[config.mk]
export PLATFORM = sky130hd
export DESIGN_NAME = half_duplex_packet_link_core
export DESIGN_NICKNAME = d
export VERILOG_FILES = /design/src/hw/rtl/hdpl_pkg.sv /design/src/hw/rtl/hdpl_datapath.sv /design/src/hw/rtl/hdpl_ctrl.sv /design/src/hw/rtl/half_duplex_packet_link_core.sv
export SDC_FILE = /design/constraint.sdc
export NUM_CORES = 1
export LEC_CHECK = 0
export ABC_CLOCK_PERIOD_IN_PS = 4400
export BUFFER_PORTS_ARGS = -buffer_cell sky130_fd_sc_hd__buf_4
export CAP_MARGIN = 20
export CORE_ASPECT_RATIO = 0.7
export CORE_MARGIN = 8
export CORE_UTILIZATION = 35
export CTS_BUF_LIST = sky130_fd_sc_hd__clkbuf_16
export DETAILED_ROUTE_END_ITERATION = 12
export PLACE_DENSITY = 0.46
export SLEW_MARGIN = 15
export SYNTH_ARGS = -nofsm -noshare
export SYNTH_HDL_FRONTEND = slang
export SYNTH_SLANG_ARGS = --single-unit
export TNS_END_PERCENT = 10
[constraint.sdc]
create_clock -name i_clk -period 4.4 [get_ports i_clk]
set_clock_uncertainty 0.2 [all_clocks]
set_input_delay 0.44 -clock i_clk [delete_from_list [all_inputs] [get_ports i_clk]]
set_output_delay 0.44 -clock i_clk [all_outputs]
set_load 0.01 [all_outputs]
[src/hw/rtl/hdpl_pkg.sv]
// Shared types, sizes and codes for the half-duplex packet link core.
package hdpl_pkg;

    localparam int QUEUE_DEPTH  = 4;
    localparam int PACKET_BYTES = 32;
    localparam int RX_BYTES     = 16;

    localparam int QIDX_W   = (QUEUE_DEPTH > 1) ? $clog2(QUEUE_DEPTH) : 1;
    localparam int QCNT_W   = $clog2(QUEUE_DEPTH + 1);
    localparam int FILL_W   = $clog2(PACKET_BYTES + 1);
    localparam int QUEUE_AW = (QUEUE_DEPTH * PACKET_BYTES > 1) ?
                              $clog2(QUEUE_DEPTH * PACKET_BYTES) : 1;
    localparam int RX_AW    = $clog2(RX_BYTES);
    localparam int LEN_W    = 4;
    localparam int LEN_LSB  = 4;

    localparam logic OP_PUSH = 1'b0;
    localparam logic OP_LINE = 1'b1;

    localparam logic [1:0] KIND_NONE  = 2'd0;
    localparam logic [1:0] KIND_DRIVE = 2'd1;
    localparam logic [1:0] KIND_RX    = 2'd2;
    localparam logic [1:0] KIND_DROP  = 2'd3;

    localparam logic [1:0] SRC_ZERO  = 2'd0;
    localparam logic [1:0] SRC_IN    = 2'd1;
    localparam logic [1:0] SRC_QUEUE = 2'd2;
    localparam logic [1:0] SRC_RX    = 2'd3;

    typedef struct packed {
        logic       operation;
        logic [7:0] data_byte;
        logic       last_byte;
        logic       framing_error;
    } t_in_beat;

    typedef struct packed {
        logic [1:0] kind;
        logic [7:0] out_byte;
        logic       packet_end;
        logic       tx_enabled;
        logic       bad_length;
    } t_out_beat;

    typedef struct packed {
        logic       push_wr;
        logic       set_drop;
        logic       drop_end;
        logic       commit;
        logic       tx_start;
        logic       tx_stop;
        logic       tx_adv;
        logic       pop;
        logic       q_rd;
        logic       rx_hdr;
        logic       rx_wr;
        logic       rx_rd;
        logic       rx_idx_inc;
        logic       rx_clear;
        logic       out_load;
        logic [1:0] out_kind;
        logic [1:0] out_src;
        logic       out_end;
        logic       out_tx_en;
        logic       out_bad;
    } t_cmd;

    typedef struct packed {
        logic dropping;
        logic q_full;
        logic fill_full;
        logic q_empty;
        logic q_one;
        logic tx_active;
        logic tx_last;
        logic rx_idle;
        logic rx_done;
        logic rx_last;
    } t_stat;

endpackage

[src/hw/rtl/hdpl_datapath.sv]
// Datapath: packet queue memory, receive buffer, pointers and output register.
module hdpl_datapath (
    input  logic              i_clk,
    input  logic              i_rst_n,
    input  hdpl_pkg::t_cmd    i_cmd,
    input  hdpl_pkg::t_in_beat i_in,
    output hdpl_pkg::t_stat   o_stat,
    output hdpl_pkg::t_out_beat o_out
);
    import hdpl_pkg::*;

    localparam int QMEM_DEPTH = QUEUE_DEPTH * PACKET_BYTES;

    logic [7:0]        r_q_mem [QMEM_DEPTH];
    logic [FILL_W-1:0] r_q_len [QUEUE_DEPTH];
    logic [7:0]        r_rx_mem [RX_BYTES];
    logic [7:0]        r_q_rd;
    logic [7:0]        r_rx_rd;

    logic [QIDX_W-1:0] r_head;
    logic [QIDX_W-1:0] r_tail;
    logic [QCNT_W-1:0] r_count;
    logic [FILL_W-1:0] r_fill;
    logic              r_dropping;
    logic              r_tx_active;
    logic [FILL_W-1:0] r_pos;
    logic [LEN_W-1:0]  r_rx_expected;
    logic [RX_AW-1:0]  r_rx_count;
    logic [RX_AW-1:0]  r_rx_idx;
    t_out_beat         r_out;

    logic [QIDX_W-1:0]   n_head;
    logic [QIDX_W-1:0]   n_tail;
    logic [FILL_W-1:0]   fill_inc;
    logic [FILL_W-1:0]   head_len;
    logic [QUEUE_AW-1:0] wr_addr;
    logic [QUEUE_AW-1:0] rd_addr;
    logic [7:0]          out_byte;

    function automatic logic [QIDX_W-1:0] wrap_next(input logic [QIDX_W-1:0] slot);
        return (slot == QIDX_W'(QUEUE_DEPTH - 1)) ? '0 : slot + 1'b1;
    endfunction

    function automatic logic [QUEUE_AW-1:0] q_addr(input logic [QIDX_W-1:0] slot,
                                                   input logic [FILL_W-1:0] pos);
        return QUEUE_AW'(QUEUE_AW'(slot) * QUEUE_AW'(PACKET_BYTES) + QUEUE_AW'(pos));
    endfunction

    assign n_head   = wrap_next(r_head);
    assign n_tail   = wrap_next(r_tail);
    assign fill_inc = r_fill + 1'b1;
    assign head_len = r_q_len[r_head];
    assign wr_addr  = q_addr(r_tail, r_fill);
    assign rd_addr  = q_addr(r_head, r_pos);

    // queue memory, registered read
    always_ff @(posedge i_clk) begin
        if (i_cmd.push_wr) begin
            r_q_mem[wr_addr] <= i_in.data_byte;
        end
        if (i_cmd.q_rd) begin
            r_q_rd <= r_q_mem[rd_addr];
        end
        if (i_cmd.commit) begin
            r_q_len[r_tail] <= fill_inc;
        end
    end

    // receive buffer, registered read
    always_ff @(posedge i_clk) begin
        if (i_cmd.rx_hdr) begin
            r_rx_mem[0] <= i_in.data_byte;
        end else if (i_cmd.rx_wr) begin
            r_rx_mem[r_rx_count] <= i_in.data_byte;
        end
        if (i_cmd.rx_rd) begin
            r_rx_rd <= r_rx_mem[r_rx_idx];
        end
    end

    always_ff @(posedge i_clk) begin
        if (!i_rst_n) begin
            r_head        <= '0;
            r_tail        <= '0;
            r_count       <= '0;
            r_fill        <= '0;
            r_dropping    <= 1'b0;
            r_tx_active   <= 1'b0;
            r_pos         <= '0;
            r_rx_expected <= '0;
            r_rx_count    <= '0;
            r_rx_idx      <= '0;
        end else begin
            if (i_cmd.set_drop) begin
                r_dropping <= 1'b1;
            end
            if (i_cmd.drop_end) begin
                r_dropping <= 1'b0;
                r_fill     <= '0;
            end else if (i_cmd.commit) begin
                r_fill <= '0;
                r_tail <= n_tail;
            end else if (i_cmd.push_wr) begin
                r_fill <= fill_inc;
            end
            // a commit and a pop never share a cycle
            if (i_cmd.commit) begin
                r_count <= r_count + 1'b1;
            end else if (i_cmd.pop) begin
                r_count <= r_count - 1'b1;
                r_head  <= n_head;
            end
            if (i_cmd.tx_start) begin
                r_tx_active <= 1'b1;
                r_pos       <= '0;
            end else if (i_cmd.tx_stop) begin
                r_tx_active <= 1'b0;
                r_pos       <= '0;
            end else if (i_cmd.tx_adv) begin
                r_pos <= r_pos + 1'b1;
            end
            if (i_cmd.rx_clear) begin
                r_rx_expected <= '0;
                r_rx_count    <= '0;
                r_rx_idx      <= '0;
            end else if (i_cmd.rx_hdr) begin
                r_rx_expected <= i_in.data_byte[LEN_LSB +: LEN_W];
                r_rx_count    <= RX_AW'(1);
                r_rx_idx      <= '0;
            end else begin
                if (i_cmd.rx_wr) begin
                    r_rx_count <= r_rx_count + 1'b1;
                end
                if (i_cmd.rx_idx_inc) begin
                    r_rx_idx <= r_rx_idx + 1'b1;
                end
            end
        end
    end

    always_comb begin
        case (i_cmd.out_src)
            SRC_ZERO:  out_byte = 8'd0;
            SRC_IN:    out_byte = i_in.data_byte;
            SRC_QUEUE: out_byte = r_q_rd;
            SRC_RX:    out_byte = r_rx_rd;
            default:   out_byte = 8'd0;
        endcase
    end

    always_ff @(posedge i_clk) begin
        if (i_cmd.out_load) begin
            r_out.kind       <= i_cmd.out_kind;
            r_out.out_byte   <= out_byte;
            r_out.packet_end <= i_cmd.out_end;
            r_out.tx_enabled <= i_cmd.out_tx_en;
            r_out.bad_length <= i_cmd.out_bad;
        end
    end

    assign o_out = r_out;

    assign o_stat.dropping  = r_dropping;
    assign o_stat.q_full    = (r_count >= QCNT_W'(QUEUE_DEPTH));
    assign o_stat.fill_full = (r_fill >= FILL_W'(PACKET_BYTES));
    assign o_stat.q_empty   = (r_count == '0);
    assign o_stat.q_one     = (r_count == QCNT_W'(1));
    assign o_stat.tx_active = r_tx_active;
    assign o_stat.tx_last   = ((FILL_W + 1)'(r_pos) + 1'b1) >= (FILL_W + 1)'(head_len);
    assign o_stat.rx_idle   = (r_rx_expected == '0);
    assign o_stat.rx_done   = ((RX_AW + 1)'(r_rx_count) + 1'b1) >= (RX_AW + 1)'(r_rx_expected);
    assign o_stat.rx_last   = ((RX_AW + 1)'(r_rx_idx) + 1'b1) == (RX_AW + 1)'(r_rx_count);

endmodule

[src/hw/rtl/hdpl_ctrl.sv]
// Controller: decodes each input beat and sequences memory reads and result beats.
module hdpl_ctrl (
    input  logic               i_clk,
    input  logic               i_rst_n,
    input  logic               i_in_valid,
    output logic               o_in_ready,
    input  hdpl_pkg::t_in_beat i_in,
    output logic               o_out_valid,
    input  logic               i_out_ready,
    input  hdpl_pkg::t_stat    i_stat,
    output hdpl_pkg::t_cmd     o_cmd
);
    import hdpl_pkg::*;

    localparam logic [2:0] S_IDLE = 3'd0;
    localparam logic [2:0] S_TXRD = 3'd1;
    localparam logic [2:0] S_TXLD = 3'd2;
    localparam logic [2:0] S_RXRD = 3'd3;
    localparam logic [2:0] S_RXLD = 3'd4;
    localparam logic [2:0] S_WAIT = 3'd5;

    logic [2:0]       r_state;
    logic [2:0]       n_state;
    logic             r_more;
    logic             n_more;
    logic             accept;
    logic             full_now;
    logic [LEN_W-1:0] hdr_len;

    assign o_in_ready  = (r_state == S_IDLE);
    assign o_out_valid = (r_state == S_WAIT);
    assign accept      = i_in_valid && o_in_ready;
    assign full_now    = i_stat.q_full || i_stat.fill_full;
    assign hdr_len     = i_in.data_byte[LEN_LSB +: LEN_W];

    always_comb begin
        o_cmd   = '0;
        n_state = r_state;
        n_more  = r_more;
        case (r_state)
            S_IDLE: begin
                if (accept) begin
                    if (i_in.operation == OP_PUSH) begin
                        if (!i_stat.dropping) begin
                            o_cmd.push_wr  = !full_now;
                            o_cmd.set_drop = full_now;
                        end
                        if (i_in.last_byte) begin
                            if (i_stat.dropping || full_now) begin
                                o_cmd.drop_end  = 1'b1;
                                o_cmd.out_load  = 1'b1;
                                o_cmd.out_kind  = KIND_DROP;
                                o_cmd.out_src   = SRC_ZERO;
                                o_cmd.out_end   = 1'b1;
                                o_cmd.out_tx_en = i_stat.tx_active;
                                n_more          = 1'b0;
                                n_state         = S_WAIT;
                            end else begin
                                o_cmd.commit = 1'b1;
                                if (!i_stat.tx_active) begin
                                    o_cmd.tx_start = 1'b1;
                                    n_state        = S_TXRD;
                                end
                            end
                        end
                    end else if (!i_in.framing_error) begin
                        if (i_stat.tx_active) begin
                            // line byte is the echo of the byte just driven
                            if (i_stat.q_empty || (i_stat.tx_last && i_stat.q_one)) begin
                                o_cmd.pop       = !i_stat.q_empty;
                                o_cmd.tx_stop   = 1'b1;
                                o_cmd.out_load  = 1'b1;
                                o_cmd.out_kind  = KIND_NONE;
                                o_cmd.out_src   = SRC_ZERO;
                                o_cmd.out_end   = 1'b1;
                                o_cmd.out_tx_en = 1'b0;
                                n_more          = 1'b0;
                                n_state         = S_WAIT;
                            end else if (i_stat.tx_last) begin
                                o_cmd.pop      = 1'b1;
                                o_cmd.tx_start = 1'b1;
                                n_state        = S_TXRD;
                            end else begin
                                o_cmd.tx_adv = 1'b1;
                                n_state      = S_TXRD;
                            end
                        end else if (i_stat.rx_idle) begin
                            if (hdr_len == '0) begin
                                o_cmd.out_load  = 1'b1;
                                o_cmd.out_kind  = KIND_NONE;
                                o_cmd.out_src   = SRC_ZERO;
                                o_cmd.out_end   = 1'b1;
                                o_cmd.out_tx_en = i_stat.tx_active;
                                o_cmd.out_bad   = 1'b1;
                                n_more          = 1'b0;
                                n_state         = S_WAIT;
                            end else if (hdr_len == LEN_W'(1)) begin
                                o_cmd.out_load  = 1'b1;
                                o_cmd.out_kind  = KIND_RX;
                                o_cmd.out_src   = SRC_IN;
                                o_cmd.out_end   = 1'b1;
                                o_cmd.out_tx_en = i_stat.tx_active;
                                n_more          = 1'b0;
                                n_state         = S_WAIT;
                            end else begin
                                o_cmd.rx_hdr = 1'b1;
                            end
                        end else begin
                            o_cmd.rx_wr = 1'b1;
                            if (i_stat.rx_done) begin
                                n_state = S_RXRD;
                            end
                        end
                    end
                end
            end
            S_TXRD: begin
                o_cmd.q_rd = 1'b1;
                n_state    = S_TXLD;
            end
            S_TXLD: begin
                o_cmd.out_load  = 1'b1;
                o_cmd.out_kind  = KIND_DRIVE;
                o_cmd.out_src   = SRC_QUEUE;
                o_cmd.out_end   = i_stat.tx_last;
                o_cmd.out_tx_en = 1'b1;
                n_more          = 1'b0;
                n_state         = S_WAIT;
            end
            S_RXRD: begin
                o_cmd.rx_rd = 1'b1;
                n_state     = S_RXLD;
            end
            S_RXLD: begin
                o_cmd.out_load  = 1'b1;
                o_cmd.out_kind  = KIND_RX;
                o_cmd.out_src   = SRC_RX;
                o_cmd.out_end   = i_stat.rx_last;
                o_cmd.out_tx_en = i_stat.tx_active;
                o_cmd.rx_clear  = i_stat.rx_last;
                o_cmd.rx_idx_inc = !i_stat.rx_last;
                n_more          = !i_stat.rx_last;
                n_state         = S_WAIT;
            end
            S_WAIT: begin
                if (i_out_ready) begin
                    n_state = r_more ? S_RXRD : S_IDLE;
                end
            end
            default: begin
                n_state = S_IDLE;
            end
        endcase
    end

    always_ff @(posedge i_clk) begin
        if (!i_rst_n) begin
            r_state <= S_IDLE;
            r_more  <= 1'b0;
        end else begin
            r_state <= n_state;
            r_more  <= n_more;
        end
    end

endmodule

[src/hw/rtl/half_duplex_packet_link_core.sv]
// Top level of the half-duplex packet link: controller plus datapath.
//
// Input channel (i_in_valid / o_in_ready, payload i_in) carries one beat per
// event: a byte pushed for an outgoing packet (last_byte closes it) or a byte
// seen on the shared line (framing_error marks it bad). Output channel
// (o_out_valid / i_out_ready, payload o_out) carries result beats: a byte to
// drive, a received packet byte, a drop notice or a status beat.
// One input beat is handled at a time; o_in_ready is high only when the core
// is idle. Beats with no result leave the core idle. A driven byte follows
// the beat that causes it through bookkeeping, a queue memory read and an
// output load, in that order. Drop and status beats appear in the cycle after
// the input beat. A completed received packet of N bytes (up to 15) is sent
// as N beats, each needing a buffer read and an output load; the next read
// waits until the receiver takes the previous beat. The single-port reads of
// the queue and receive memories set this sequence.
// Reset (synchronous, active low) empties the queue, turns the transmitter
// off and clears the deframer; memory contents are not cleared.
// A stalled receiver holds o_out steady and the core accepts no new beat
// until the pending result is taken.
module half_duplex_packet_link_core (
    input  logic                 i_clk,
    input  logic                 i_rst_n,
    input  logic                 i_in_valid,
    output logic                 o_in_ready,
    input  hdpl_pkg::t_in_beat   i_in,
    output logic                 o_out_valid,
    input  logic                 i_out_ready,
    output hdpl_pkg::t_out_beat  o_out
);
    import hdpl_pkg::*;

    t_cmd  cmd;
    t_stat stat;

    hdpl_ctrl u_ctrl (
        .i_clk       (i_clk),
        .i_rst_n     (i_rst_n),
        .i_in_valid  (i_in_valid),
        .o_in_ready  (o_in_ready),
        .i_in        (i_in),
        .o_out_valid (o_out_valid),
        .i_out_ready (i_out_ready),
        .i_stat      (stat),
        .o_cmd       (cmd)
    );

    hdpl_datapath u_datapath (
        .i_clk   (i_clk),
        .i_rst_n (i_rst_n),
        .i_cmd   (cmd),
        .i_in    (i_in),
        .o_stat  (stat),
        .o_out   (o_out)
    );

endmodule

==> impl_metrics.ini <==
[clock_network]
cts_root_buf = clkbuf_16
clkTransAtPathRegs_ns = 0.06
cts_buffer_depth = 3
cts-resized-gates = 0
postCtsHoldBufs = 7
postCtsSetupBuffers = 0
numCtsBuffers = 120
clock-sinks = 1244
clock_latency_ns = 0.73
h-tree-depth = 3
cts_tree = yes

[setup_path]
cp-end-kind = flip-flop
endpoint = u_datapath.o_out[3]
reg2reg_to = u_datapath.o_out[3]
cp-start-kind = flip-flop
critPathArrivalTime_ns = 4.04
r2r_cells = 10
worstPathCellList = ha_1, nand3_1, xnor2_1, ha_1, a21o_1, a221oi_1, o21ai_0, buf_4, o21ai_0, nand2_1
reg2reg_setup_slack_ns = 0.50
critPathKind = flip-flop to flip-flop
r2r-start = u_datapath.r_pos[1]
crit_slowest_cell = dfxtp_1
worstPathRequired_ns = 4.53
crit_fanout = 13
slowest_delay_ns = 0.54
crit_start = u_datapath.r_pos[1]

[placement]
place.gp.congestion = 0.7824
dp_hpwl_um = 78680
post-place-ws_ns = 0.4897
io_buffers = 29

[layout]
final_common_cell = edfxtp_1
fillers = 12290
layout_common_cells = edfxtp_1, mux4_2, nor2_1
nets = 2647
layout-drive-gt1-share = 0.2018
area_growth_syn_to_layout_pct = 13.81

[floorplan]
rows = 114
dieHeight_um = 327.8
start_util = 0.3524
coreArea_mm2 = 0.1379
ios = 30
dieWidth_um = 461.4
die_area_mm2 = 0.1513

[timing]
setup_ws_ns = 0.4950
tightest_slew_ns = 1.003
slew_viol_final = 0
max_freq_ghz = 0.2561
tns_ns = 0
min_period_ns = 3.905
finalSetupViolCount = 0
relSlewSlack = 0.3316
rsz0062_at_grt = no
hold_viol = 0
min_period_over_period = 0.8875

[detailed_routing]
drt-total-wl_um = 128300
antenna_left = 0
wire_per_inst_um = 28.08
vias = 24270
route.detailed.drc = 0
drt-vias-per-instance = 5.313
drt-initial-drc-count = 2383
dr.pass1.iters = 6

[global_routing]
antenna_found_initial = 5
track_usage = 0.1669
grt_max_degree = 91
grt-ovfl-total = 0
grt_first_pass_wirelength_um = 183500
grt_pass1_vias = 24700

[synthesis]
synth_compound_area_frac = 0.03848
synth_top_cell_by_area = edfxtp_1
syn_inst = 2488
synth_cell_types = 59
synth-simple-area-share = 0.03758
synthMuxAreaShare = 0.1379
synth_top_family_by_area = multiplexers
ys.flop_type = edfxtp_1
synth_top_area_share = 0.7444
synth-edff-count = 1205
ys_top_cells_by_area = edfxtp_1, mux4_2, mux2i_1
synth.yosys.seq_area_share = 0.7604
ys_seq_elements = 1244
yosysWarningCount = 0
synthAdderAreaFrac = 0.006435
synthXorXnorAreaFrac = 0.006126
synth_nets = 2528
netlist_area_mm2 = 0.04861
synth.avg_cell_area_um2 = 19.54
synthArstFlopShare = 0

[pwr]
ir_drop_uv = 383.8
cellPowerDensity_mw_per_mm2 = 427.4
leakage_nw = 16.73

[outcome]
status = finished clean

[job]
cap_violations = 0

[worst_hold_path]
hold_class = primary input to flip-flop
worstHoldPathCells = 1
==> how the worst min path moves through the flow <==
| stage | slack [ns] | from | end |
|---|---|---|---|
| 2_1_floorplan | 0.23 | u_datapath.r_dropping | u_datapath.r_dropping |
| 3_3_place_gp | 0.24 | u_datapath.r_dropping | u_datapath.r_dropping |
| 3_5_place_dp | 0.26 | u_datapath.r_dropping | u_datapath.r_dropping |
| 4_1_cts | 0.01 | i_in[9] | u_datapath.r_q_mem[89][7] |
| 5_1_grt | 0.03 | i_in[9] | u_datapath.r_q_mem[88][7] |
| 6_report | 0.02 | i_in[9] | u_datapath.r_q_mem[88][7] |
==> cell type report <==
| type | count | area [um2] | area share |
|---|---|---|---|
| inverter | 21 | 78.83 | 0.001425 |
| multi-input combinational | 1093 | 11030 | 0.1995 |
| timing repair buffer | 127 | 1189 | 0.02149 |
| antenna | 2 | 5.005 | 0.00009046 |
| sequential | 1244 | 36970 | 0.6683 |
| clock buffer | 122 | 3053 | 0.05518 |
| clock inverter | 103 | 666.9 | 0.01205 |
| tap | 1856 | 2322 | 0.04198 |
==> routing by layer <==
metal / up-vias / wire length [um] / part of all wire / track usage
met5: - / 0 / 0 / 0
met3: 144 / 8873 / 0.069 / 0.03622
met4: 0 / 2153 / 0.017 / 0.03265
met1: 13000 / 61240 / 0.48 / 0.2580
li1: 10430 / - / - / -
met2: 698 / 56000 / 0.44 / 0.2430
==> metrics by stage <==
stage	util	hold slack [ns]	cells	power (mW)	cell area (um2)
3_5_place_dp	0.3736	0.2624	4334	14.09	51530
4_1_cts	0.4011	0.01179	4566	23.92	55320
3_3_place_gp	0.3736	0.2442	4334	14.07	51530
6_report	0.4011	0.02338	4568	23.64	55320
5_1_grt	0.4011	0.03020	4566	24.41	55320
2_1_floorplan	-	0.2340	2488	13.64	48610
==> sequential cells by signal, summed over array words and instances, names as in the netlist, 3 cells and up, named ones only <==
name                      cells
u_datapath.r_q_mem         1024
u_datapath.r_rx_mem         128
u_datapath.r_q_len           24
u_datapath.o_out             13
u_datapath.r_q_rd             8
u_datapath.r_rx_rd            8
u_datapath.r_fill             6
u_datapath.r_pos              6
u_datapath.r_rx_count         4
u_datapath.r_rx_expected      4
u_datapath.r_rx_idx           4
u_ctrl.r_state                3
u_datapath.r_count            3
==> cell usage after synthesis, types with 4 or more instances <==
library cell	number
buf_1	13
nor2_1	190
and2_1	9
a222oi_1	4
edfxtp_1	1205
nand4_1	9
buf_2	42
inv_1	20
ha_1	25
a211oi_1	73
a21boi_0	5
clkbuf_1	72
a22o_1	6
nor2b_1	15
dfxtp_1	39
o22ai_1	63
xnor2_1	20
o21ai_0	11
mux2i_1	132
or3_1	6
mux4_2	238
nand2b_1	8
nand3_1	25
a21oi_1	13
nand2_1	102
nor3_1	15
xor2_1	14
a22oi_1	64
==> critical path, delay by kind of cell, from the launching register on <==
kind                     cells  cell delay, ns
adder cells (fa/ha/maj)      2            0.64
XOR/XNOR                     1            0.18
AO/OA/AOI/OAI                4            1.10
buffers and inverters        1            0.21
flip-flops                   1            0.54
AND/OR/NAND/NOR              2            0.65
==> power breakdown <==
| group | leakage, nW | internal [mW] | switching [mW] | total (mW) |
|---|---|---|---|---|
| clock network | 1.91 | 5.37 | 4.45 | 9.82 |
| registers | 11.1 | 13.1 | 0.0525 | 13.1 |
| logic | 3.68 | 0.209 | 0.499 | 0.709 |
==> logic make-up (layout without fill, tap and decap cells) <==
logic type,count (synthesis),after routing
adders and majority gates,25,25
other,0,2
xor gates and xnor gates,34,34
DFF,1244,1244
buffers and inverters,151,373
and+or+nand+nor,401,401
AOI/OAI and AO/OA,261,261
muxes,372,372
(Power assumes the default switching activity.)
